### config.mk
export PLATFORM = sky130hd
export DESIGN_NAME = ipv4_longest_prefix_match_table
export DESIGN_NICKNAME = d
export VERILOG_FILES = /design/src/rtl/iplpm_pkg.sv /design/src/rtl/ipv4_longest_prefix_match_table.sv /design/src/rtl/iplpm_mem.sv /design/src/rtl/iplpm_cmp.sv
export SDC_FILE = /design/constraint.sdc
export NUM_CORES = 2
export LEC_CHECK = 0
export BUFFER_PORTS_ARGS = -buffer_cell sky130_fd_sc_hd__buf_2
export CELL_PAD_IN_SITES_DETAIL_PLACEMENT = 1
export CELL_PAD_IN_SITES_GLOBAL_PLACEMENT = 2
export CORE_ASPECT_RATIO = 0.8
export CORE_MARGIN = 1.5
export CORE_UTILIZATION = 46
export DETAILED_ROUTE_END_ITERATION = 12
export HOLD_SLACK_MARGIN = 0.05
export PLACE_DENSITY = 0.85
export RECOVER_POWER = 100
export SETUP_SLACK_MARGIN = 0.3
export SKIP_CTS_REPAIR_TIMING = 1
export SLEW_MARGIN = 5
export SYNTH_ARGS = -nofsm -noshare
export SYNTH_HDL_FRONTEND = slang
export SYNTH_HIERARCHICAL = 1
export SYNTH_SLANG_ARGS = --single-unit
### constraint.sdc
create_clock -name i_clk -period 5.6 [get_ports i_clk]
set_input_delay 0.28 -clock i_clk [delete_from_list [all_inputs] [get_ports i_clk]]
set_output_delay 0.28 -clock i_clk [all_outputs]
set_load 0.1 [all_outputs]
### src/rtl/iplpm_pkg.sv
// ----------------------------------------------------------------------------
// iplpm_pkg
// Shared types, codes and helpers of the IPv4 longest-prefix-match table.
// ----------------------------------------------------------------------------
package iplpm_pkg;

    localparam int TABLE_ENTRIES_DEF = 64;

    localparam int ADDR_W = 32;
    localparam int LEN_W  = 6;
    localparam int KIND_W = 2;
    localparam int STAT_W = 2;

    localparam logic [LEN_W-1:0] LEN_MAX = 6'd32;

    localparam logic [KIND_W-1:0] KIND_INSERT = 2'd0;
    localparam logic [KIND_W-1:0] KIND_DELETE = 2'd1;
    localparam logic [KIND_W-1:0] KIND_LOOKUP = 2'd2;

    localparam logic [STAT_W-1:0] ST_OK     = 2'd0;
    localparam logic [STAT_W-1:0] ST_DUP    = 2'd1;
    localparam logic [STAT_W-1:0] ST_ABSENT = 2'd2;
    localparam logic [STAT_W-1:0] ST_FULL   = 2'd3;

    typedef enum logic [1:0] {
        S_CLEAR,
        S_IDLE,
        S_SCAN,
        S_DONE
    } t_state;

    typedef struct packed {
        logic              valid;
        logic [LEN_W-1:0]  len;
        logic [ADDR_W-1:0] base;
    } t_entry;

    typedef struct packed {
        logic exact;
        logic covers;
    } t_cmp_res;

    // top len bits set; len is at most 32
    function automatic logic [ADDR_W-1:0] len_mask(input logic [LEN_W-1:0] len);
        logic [ADDR_W-1:0] m;
        if (len == '0) begin
            m = '0;
        end else begin
            m = {ADDR_W{1'b1}} << (LEN_MAX - len);
        end
        return m;
    endfunction

endpackage

### src/rtl/ipv4_longest_prefix_match_table.sv
// ----------------------------------------------------------------------------
// ipv4_longest_prefix_match_table
// Keeps up to TABLE_ENTRIES IPv4 prefixes and serves insert, delete and lookup
// beats. Every insert, delete or lookup walks the whole store through one
// compare unit, one entry per cycle off the single read port of the memory,
// before its result goes to the result register; an undefined kind skips the
// walk. After reset a clearing pass writes every entry before the first beat
// is taken. The result sits in an output register, so the next beat is
// accepted while a result still waits to be taken.
// ----------------------------------------------------------------------------
module ipv4_longest_prefix_match_table #(
    parameter int TABLE_ENTRIES = iplpm_pkg::TABLE_ENTRIES_DEF
) (
    input  logic                         i_clk,
    input  logic                         i_rst_n,
    input  logic                         i_valid,
    output logic                         o_stall,
    input  logic [iplpm_pkg::KIND_W-1:0] i_kind,
    input  logic [iplpm_pkg::ADDR_W-1:0] i_address,
    input  logic [iplpm_pkg::LEN_W-1:0]  i_prefix_length,
    output logic                         o_valid,
    input  logic                         i_stall,
    output logic [iplpm_pkg::STAT_W-1:0] o_status,
    output logic                         o_match_found,
    output logic [iplpm_pkg::LEN_W-1:0]  o_match_length
);
    import iplpm_pkg::*;

    localparam int IDX_W = $clog2(TABLE_ENTRIES);
    localparam int CNT_W = $clog2(TABLE_ENTRIES + 1);
    localparam logic [CNT_W-1:0] CNT_END  = CNT_W'(TABLE_ENTRIES);
    localparam logic [CNT_W-1:0] CNT_LAST = CNT_W'(TABLE_ENTRIES - 1);

    t_state            r_state, n_state;
    logic [CNT_W-1:0]  r_cnt, n_cnt;
    logic              r_chk, n_chk;
    logic [IDX_W-1:0]  r_chk_idx, n_chk_idx;

    logic [KIND_W-1:0] r_kind, n_kind;
    logic [ADDR_W-1:0] r_addr, n_addr;
    logic [ADDR_W-1:0] r_key_base, n_key_base;
    logic [LEN_W-1:0]  r_len, n_len;

    logic              r_hit, n_hit;
    logic [IDX_W-1:0]  r_hit_idx, n_hit_idx;
    logic              r_free, n_free;
    logic [IDX_W-1:0]  r_free_idx, n_free_idx;
    logic              r_found, n_found;
    logic [LEN_W-1:0]  r_best, n_best;

    logic              r_out_valid, n_out_valid;
    logic [STAT_W-1:0] r_status, n_status;
    logic              r_match_found, n_match_found;
    logic [LEN_W-1:0]  r_match_length, n_match_length;

    logic              mem_we;
    logic [IDX_W-1:0]  mem_waddr;
    t_entry            mem_wdata;
    logic              mem_re;
    logic [IDX_W-1:0]  mem_raddr;
    t_entry            mem_rdata;
    t_cmp_res          cmp_res;

    logic [LEN_W-1:0]  in_len;
    logic [STAT_W-1:0] done_status;

    iplpm_mem #(
        .DEPTH (TABLE_ENTRIES)
    ) u_mem (
        .i_clk   (i_clk),
        .i_we    (mem_we),
        .i_waddr (mem_waddr),
        .i_wdata (mem_wdata),
        .i_re    (mem_re),
        .i_raddr (mem_raddr),
        .o_rdata (mem_rdata)
    );

    iplpm_cmp u_cmp (
        .i_entry    (mem_rdata),
        .i_key_base (r_key_base),
        .i_key_len  (r_len),
        .i_addr     (r_addr),
        .o_res      (cmp_res)
    );

    assign in_len = (i_prefix_length > LEN_MAX) ? LEN_MAX : i_prefix_length;

    always_ff @(posedge i_clk) begin
        if (!i_rst_n) begin
            r_state     <= S_CLEAR;
            r_cnt       <= '0;
            r_chk       <= 1'b0;
            r_out_valid <= 1'b0;
        end else begin
            r_state        <= n_state;
            r_cnt          <= n_cnt;
            r_chk          <= n_chk;
            r_out_valid    <= n_out_valid;
            r_chk_idx      <= n_chk_idx;
            r_kind         <= n_kind;
            r_addr         <= n_addr;
            r_key_base     <= n_key_base;
            r_len          <= n_len;
            r_hit          <= n_hit;
            r_hit_idx      <= n_hit_idx;
            r_free         <= n_free;
            r_free_idx     <= n_free_idx;
            r_found        <= n_found;
            r_best         <= n_best;
            r_status       <= n_status;
            r_match_found  <= n_match_found;
            r_match_length <= n_match_length;
        end
    end

    always_comb begin
        n_state        = r_state;
        n_cnt          = r_cnt;
        n_chk          = r_chk;
        n_chk_idx      = r_chk_idx;
        n_kind         = r_kind;
        n_addr         = r_addr;
        n_key_base     = r_key_base;
        n_len          = r_len;
        n_hit          = r_hit;
        n_hit_idx      = r_hit_idx;
        n_free         = r_free;
        n_free_idx     = r_free_idx;
        n_found        = r_found;
        n_best         = r_best;
        n_out_valid    = r_out_valid;
        n_status       = r_status;
        n_match_found  = r_match_found;
        n_match_length = r_match_length;

        mem_we    = 1'b0;
        mem_waddr = r_cnt[IDX_W-1:0];
        mem_wdata = '0;
        mem_re    = 1'b0;
        mem_raddr = r_cnt[IDX_W-1:0];
        done_status = ST_OK;

        // entry read last cycle is checked now
        if (r_chk) begin
            if (cmp_res.exact && !r_hit) begin
                n_hit     = 1'b1;
                n_hit_idx = r_chk_idx;
            end
            if (!mem_rdata.valid && !r_free) begin
                n_free     = 1'b1;
                n_free_idx = r_chk_idx;
            end
            if (cmp_res.covers && (!r_found || (mem_rdata.len > r_best))) begin
                n_found = 1'b1;
                n_best  = mem_rdata.len;
            end
        end

        if (r_out_valid && !i_stall) begin
            n_out_valid = 1'b0;
        end

        case (r_state)
            S_CLEAR: begin
                mem_we = 1'b1;
                n_cnt  = r_cnt + 1'b1;
                if (r_cnt == CNT_LAST) begin
                    n_cnt   = '0;
                    n_state = S_IDLE;
                end
            end
            S_IDLE: begin
                if (i_valid) begin
                    n_kind     = i_kind;
                    n_addr     = i_address;
                    n_len      = in_len;
                    n_key_base = i_address & len_mask(in_len);
                    n_hit      = 1'b0;
                    n_free     = 1'b0;
                    n_found    = 1'b0;
                    n_best     = '0;
                    n_cnt      = '0;
                    n_chk      = 1'b0;
                    if (i_kind == KIND_INSERT || i_kind == KIND_DELETE
                            || i_kind == KIND_LOOKUP) begin
                        n_state = S_SCAN;
                    end else begin
                        n_state = S_DONE;
                    end
                end
            end
            S_SCAN: begin
                if (r_cnt != CNT_END) begin
                    mem_re    = 1'b1;
                    n_cnt     = r_cnt + 1'b1;
                    n_chk     = 1'b1;
                    n_chk_idx = r_cnt[IDX_W-1:0];
                end else begin
                    // last entry is checked in this cycle
                    n_chk   = 1'b0;
                    n_state = S_DONE;
                end
            end
            S_DONE: begin
                if (r_kind == KIND_INSERT) begin
                    if (r_hit) begin
                        done_status = ST_DUP;
                    end else if (!r_free) begin
                        done_status = ST_FULL;
                    end
                end else if (r_kind == KIND_DELETE) begin
                    if (!r_hit) begin
                        done_status = ST_ABSENT;
                    end
                end
                if (!r_out_valid || !i_stall) begin
                    n_out_valid    = 1'b1;
                    n_status       = done_status;
                    n_match_found  = (r_kind == KIND_LOOKUP) && r_found;
                    n_match_length = (r_kind == KIND_LOOKUP) ? r_best : '0;
                    if (r_kind == KIND_INSERT && !r_hit && r_free) begin
                        mem_we         = 1'b1;
                        mem_waddr      = r_free_idx;
                        mem_wdata.valid = 1'b1;
                        mem_wdata.len   = r_len;
                        mem_wdata.base  = r_key_base;
                    end else if (r_kind == KIND_DELETE && r_hit) begin
                        mem_we    = 1'b1;
                        mem_waddr = r_hit_idx;
                    end
                    n_state = S_IDLE;
                end
            end
            default: begin
                n_state = S_IDLE;
            end
        endcase
    end

    assign o_stall        = (r_state != S_IDLE);
    assign o_valid        = r_out_valid;
    assign o_status       = r_status;
    assign o_match_found  = r_match_found;
    assign o_match_length = r_match_length;

endmodule

### src/rtl/iplpm_mem.sv
// ----------------------------------------------------------------------------
// iplpm_mem
// Prefix store: one write port, one read port with registered read data.
// ----------------------------------------------------------------------------
module iplpm_mem #(
    parameter int DEPTH = iplpm_pkg::TABLE_ENTRIES_DEF
) (
    input  logic                     i_clk,
    input  logic                     i_we,
    input  logic [$clog2(DEPTH)-1:0] i_waddr,
    input  iplpm_pkg::t_entry        i_wdata,
    input  logic                     i_re,
    input  logic [$clog2(DEPTH)-1:0] i_raddr,
    output iplpm_pkg::t_entry        o_rdata
);
    import iplpm_pkg::*;

    t_entry r_mem [DEPTH];
    t_entry r_rdata;

    always_ff @(posedge i_clk) begin
        if (i_we) begin
            r_mem[i_waddr] <= i_wdata;
        end
        if (i_re) begin
            r_rdata <= r_mem[i_raddr];
        end
    end

    assign o_rdata = r_rdata;

endmodule

### src/rtl/iplpm_cmp.sv
// ----------------------------------------------------------------------------
// iplpm_cmp
// Shared compare unit: checks one stored entry against the current key.
// ----------------------------------------------------------------------------
module iplpm_cmp (
    input  iplpm_pkg::t_entry                i_entry,
    input  logic [iplpm_pkg::ADDR_W-1:0]     i_key_base,
    input  logic [iplpm_pkg::LEN_W-1:0]      i_key_len,
    input  logic [iplpm_pkg::ADDR_W-1:0]     i_addr,
    output iplpm_pkg::t_cmp_res              o_res
);
    import iplpm_pkg::*;

    always_comb begin
        o_res.exact  = i_entry.valid && (i_entry.len == i_key_len)
                       && (i_entry.base == i_key_base);
        // stored base already has the bits below its length cleared
        o_res.covers = i_entry.valid
                       && ((i_addr & len_mask(i_entry.len)) == i_entry.base);
    end

endmodule

## Yosys cells after proc, flatten, opt, wreduce, memory -nomap -nowiden

Memory sizes are Yosys's and may differ from the RTL's. A register that Yosys moved wholly into a read port is not among the register bits.
Cells that the tools add are included.

- Register bits after elaboration: 119
- Bits in latches: 0
- RAM bits: 2496
- Memory bits (read-only): 0
- Input port bits: 44
- Output and inout bits: 11
- Word-level logic and storage cells: 138
- Memories: 1

- $add $sub $neg: 3
- Multipliers: 0
- Div/mod/pow operators: 0
- Order comparisons: 2
- Equality and inequality tests: 18
- Shift-type cells: 2
- Muxes and demuxes: 56
- Bitwise operators: 2
- Reduce and logical (&&, ||, !) cells: 36

Memory list:

| memory | words | width | read ports | clocked after Yosys merged registers in | wr ports | line | RTL |
|---|---|---|---|---|---|---|---|
| u_mem.r_mem | 64 | 39 | 1 | 1 | 1 | iplpm_mem.sv:18 | `t_entry r_mem [DEPTH];` |

Operator list:

| operator | number |
|---|---|
| $mux 32 | 4 |
| $mux 39 | 3 |
| $and 32x32->32 | 2 |
| $eq 32x32->1 | 2 |
| $shl 32x6->32 const A | 2 |
| $mux 6 | 9 |
| $mux 1 | 24 |
| $mux 7 | 3 |
| $pmux 7 s3 | 1 |
| $mux 2 | 9 |
| $reduce_and 3->1 | 6 |
| $logic_not 6->1 | 2 |
| $sub 6x6->6 const A | 2 |
| $logic_and 1x1->1 | 11 |
| $ne 2x2->1 const B | 5 |
| $eq 2x2->1 const B | 4 |
| $pmux 2 s4 | 1 |
| $add 7x1->7 const B | 1 |
| $eq 7x6->1 const B | 1 |
| $ne 7x7->1 const B | 1 |
| $eq 2x1->1 const B | 3 |
| $eq 6x6->1 | 1 |
| $gt 6x6->1 | 1 |
| $gt 6x6->1 const B | 1 |
| 9 further kinds | 20 |

## Longest topological paths before layout

- Word-level depth: 11
- Mapped depth: 16
- Depth with buffers taken out: 12

## Modules after synthesis

Netlist, hierarchy kept.

Modules (own cells, without submodules):

| module | instances | cells each | area each (um^2) | seq. area each (um^2) |
|---|---|---|---|---|
| iplpm_mem | 1 | 4059 | 95743.1 | 76123.0 |
| ipv4_longest_prefix_match_table | 1 | 455 | 5459.0 | 3463.3 |
| iplpm_cmp | 1 | 307 | 2222.1 | 0.0 |

## Worst setup path after synthesis

OpenSTA, ideal clock, no wires.

- Kind: reg2reg
- Start point: register r_out_valid (netlist: o_valid)
- End point: memory u_mem/r_mem[49][0] in the netlist's numbering (enable)
- Setup time: 0.483 ns
- Arrival time: 4.784 ns
- Data required time: 5.117 ns
- Slack: 0.332 ns
- Stages on the path, launching flop included: 10
- Buffers on the path: 2
- Period minus slack after synthesis: 5.268 ns
- Cells stage by stage: dfxtp_1 > a21bo_2 > a21oi_4 > buf_6 > nor2_1 > a31oi_1 > clkbuf_1 > nor2b_1 > nand4_1 > nor3_1

- Elaborated cells between the ends (all ways): 8
- Those cells by class: 6 x mux; 2 x reduce/logical

RTL lines:

| element | line | RTL |
|---|---|---|
| from (decl) | ipv4_longest_prefix_match_table.sv:51 | `logic r_out_valid, n_out_valid;` |
| from (signal assigned) | ipv4_longest_prefix_match_table.sv:99 | `r_out_valid <= n_out_valid;` |
| $logic_not 1->1 | ipv4_longest_prefix_match_table.sv:217 | `if (!r_out_valid \|\| !i_stall) begin` |
| $logic_or 1x1->1 | ipv4_longest_prefix_match_table.sv:217 |  |
| $mux 6 | ipv4_longest_prefix_match_table.sv:217 |  |
| $mux 6 | ipv4_longest_prefix_match_table.sv:164 | `case (r_state)` |
| net mem_waddr[3] | ipv4_longest_prefix_match_table.sv:57 | `logic [IDX_W-1:0] mem_waddr;` |
| to (decl) | iplpm_mem.sv:18 |  |

The timed path passes the listed nets, and every way through them passes these cells.

## Final worst setup path

- Start point: register r_cnt[2]
- End point: register u_mem/o_rdata[5] (netlist name)

- Cells in the longest elaborated chain, start to end: 3

RTL lines:

| element | line | RTL |
|---|---|---|
| from (decl) | ipv4_longest_prefix_match_table.sv:35 | `logic [CNT_W-1:0] r_cnt, n_cnt;` |
| from (signal assigned) | ipv4_longest_prefix_match_table.sv:97 | `r_cnt <= n_cnt;` |
| $ne 7x7->1 | ipv4_longest_prefix_match_table.sv:194 | `if (r_cnt != CNT_END) begin` |
| $mux 1 | ipv4_longest_prefix_match_table.sv:194 |  |
| $mux 1 | ipv4_longest_prefix_match_table.sv:164 |  |

Parallel ways exist; a longest one is shown, timed or not.
A chain may end at the register's enable or synchronous reset.

==> results.py <==
metrics = {
    "detailed_routing": {
        "wl_met2_um": 136000,
        "drc": 27,
        "top_layer_used": "met5",
        "vias": 54506,
        "wire_per_inst_um": 36.7,
        "routed_wirelength_um": 304000,
        "wl_met3_um": 38800,
        "first_iter_violations": 8463,
        "wl_met1_um": 121000,
        "firstDrtPassIters": 10,
        "antenna_left": 0,
        "vias_per_cell": 6.57,
    },
    "yosys": {
        "ys.flop_type": "edfxtp_1",
        "synth_simple_gate_area_frac": 0.0282,
        "syn_area_per_cell_um2": 21.5,
        "ys_top_cells_by_area": "edfxtp_1 77%, mux4_2 13%, o22ai_1 0.99%, mux2i_1 0.62%, nand2_1 0.45%",
        "ys_types": 97,
        "synth_area_leader_cell": "edfxtp_1",
        "yosys.area_share.adder": 0.00254,
        "synthArstFlopShare": 0,
        "ys_warn_count": 6,
        "synthXorXnorAreaFrac": 0.00432,
        "synthesis.area_um2": 103000,
        "synth_top_family_by_area": "multiplexers",
        "synth_seq_cells": 2654,
        "synth_nets": 4886,
        "yosysSeqAreaShare": 0.770,
        "synth-edff-count": 2643,
        "synth_top_area_share": 0.767,
        "synth_compound_area_frac": 0.0363,
        "synth_mux_area_frac": 0.143,
        "syn_inst": 4821,
    },
    "cts": {
        "cts_tree": "done",
        "clockRootBuffer": "clkbuf_16",
        "cts.sinks": 2654,
        "cts_buffers": 239,
        "clk_path_buf_depth": 3,
        "htree_levels": 4,
        "clk_latency_ns": 0.89,
        "path_clk_slew_ns": 0.06,
    },
    "worst_setup_path": {
        "cp_data_arrival_time_ns": 5.79,
        "crit_type": "register to register",
        "worstSetupStartpointType": "register",
        "end_kind": "register",
        "crit_required_ns": 6.19,
        "path_max_fanout": 47,
    },
    "grt": {
        "grt_usage": 0.267,
        "antenna_found_initial": 23,
        "grt_pass1_wl_um": 425000,
        "grt_pass1_vias": 53680,
        "overflow": 0,
        "grt_max_degree": 121,
    },
    "floorplanning": {
        "core-area_um2": 223000,
        "io_pins": 55,
        "rows": 155,
        "die_area_um2": 228000,
        "start_util": 0.463,
        "die_w_um": 533,
        "die_y_um": 427,
    },
    "sta": {
        "skew_ns": 0.0406,
        "whs_ns": 0.160,
        "setup_slack_ns": 0.398,
        "tns_ns": 0,
        "min_period_ns": 5.20,
        "post-route-period-util": 0.929,
        "rsz0062_at_grt": "false",
        "relSlewSlack": -0.771,
        "slew_violations": 2465,
        "worst_pin_slew_ns": 2.65,
        "max_freq_mhz": 192,
        "final-hold-violation-count": 0,
        "setup_viol": 0,
    },
    "cells_and_area": {
        "final_util": 0.520,
        "area_growth_pct": 12.2,
        "multi_input_area_um2": 22500,
        "nNetsFinal": 5153,
        "num-fill-cells": 19488,
        "seq_area_um2": 79600,
        "drive_above_1_share": 0.239,
    },
    "place": {
        "numPortBuffers": 54,
        "place_ws_ns": 0.978,
        "post-dp-hpwl_um": 184000,
        "gp_congestion": 0.910,
    },
    "power_and_ir_drop": {
        "ir_drop_uv": 278,
        "p_leak_uw": 0.0373,
        "power.density_nw_per_um2": 348,
    },
    "run_status": {
        "violations": "design-rule violations, max-capacitance violations, max-slew violations",
        "status": "finished with violations",
    },
    "min_path": {
        "hold_path.class": "input pin to register",
    },
    "flow_run": {
        "max_cap_violations": 54,
    },
}
## flip-flops by register name (all words and copies together), names as in the netlist
| register | count |
|---|---|
| r_state | 2 |
| o_valid | 1 |
| r_hit_idx | 6 |
| r_free | 1 |
| r_hit | 1 |
| r_best | 6 |
| o_match_found | 1 |
| r_key_base | 32 |
| r_addr | 32 |
| r_chk | 1 |
| r_free_idx | 6 |
| r_found | 1 |
| o_match_length | 6 |
| r_cnt | 7 |
| r_kind | 2 |
| u_mem/r_mem | 2496 |
| r_len | 6 |
| r_chk_idx | 6 |
| o_status | 2 |
| u_mem/o_rdata | 39 |
## per-layer routing
layer	vias up	global-route usage
met5	-	0
met4	4	0.0669
met3	406	0.0740
met2	3855	0.395
met1	29292	0.393
li1	20949	-
## Yosys cell counts (all sizes together), types with 36 or more instances
library cell  instances
edfxtp             2643
mux4                614
buf                 168
o22ai               164
nand2               125
nor2                121
clkbuf               88
a21oi                81
mux2i                65
and2                 58
nor4                 47
inv                  46
a22oi                43
nand3                42
o21ai                39
xor2                 36
## logic make-up (layout without fill, tap and decap cells)
| group | after synthesis | count (layout) |
|---|---|---|
| buffers and inverters | 302 | 781 |
| other | 0 | 14 |
| and+or+nand+nor | 550 | 550 |
| adders and majority gates | 21 | 21 |
| xor gates and xnor gates | 51 | 51 |
| DFF | 2654 | 2654 |
| AOI/OAI and AO/OA | 537 | 537 |
| muxes | 706 | 706 |
## worst max-delay path, stage by stage (launching register included)
cell and delay, ns:
dfxtp_1 1.20, clkbuf_2 1.18, mux4_2 0.42, o22ai_1 0.16, a211oi_1 1.01, nor4_1 0.29, a221oi_1 0.59
## placed cells by master (no fill, tap or decap), types with 17 or more instances in the layout
cell type and count:
o221ai_1 24, o22ai_1 164, nor2_4 40, clkinv_1 47, mux4_2 614, dlygate4sd3_1 43, a22oi_1 43, clkbuf_16 242
and2_1 17, nor2b_1 31, ha_1 21, nand3_1 42, nand2_1 125, xor2_1 36, a21oi_1 79, a211oi_1 26
nor2_1 78, nor4_1 46, nand2b_1 26, clkbuf_2 67, a221oi_1 17, edfxtp_1 2643, inv_1 46, o21ai_0 29
clkinv_2 56, and2_2 25, mux2i_1 64, nor3_1 17, bufinv_16 34, buf_4 70, mux2_2 26, clkbuf_1 119
## report_power, final
part / switching [µW] / leakage [µW] / internal, µW
combinational: 1050 / 0.00714 / 594
clock: 7420 / 0.00398 / 9600
sequential: 48.5 / 0.0262 / 21600
total: 8520 / 0.0373 / 31800
## through the flow
stage	cell area [µm²]	power, µW	std cells
detailed placement	108000	23700	7787
CTS	116000	40500	8240
global route	116000	41200	8283
global placement	108000	23700	7787
floorplan	103000	23100	4821
finish	116000	40400	8297
## worst paths after layout
check           startpoint          endpoint  slack, ns  depth (start not counted)
max               r_cnt[2]  u_mem/o_rdata[5]       0.40                          6
min          i_address[20]        r_addr[20]       0.16                          2
max reg2reg       r_cnt[2]  u_mem/o_rdata[5]       0.40                          6
min reg2reg   r_chk_idx[4]      r_hit_idx[4]       0.42                          0
## area by class of cell
class                   count  share of cell area
flip-flops and latches   2654               0.686
multi-input cells        1865               0.194
clock buffers             287              0.0541
well taps                2983              0.0322
repair buffers            282              0.0165
clock inverters           166              0.0161
inverters                  46             0.00149
diodes                     14            0.000302
Note: power is estimated with default switching activity, not from simulation.
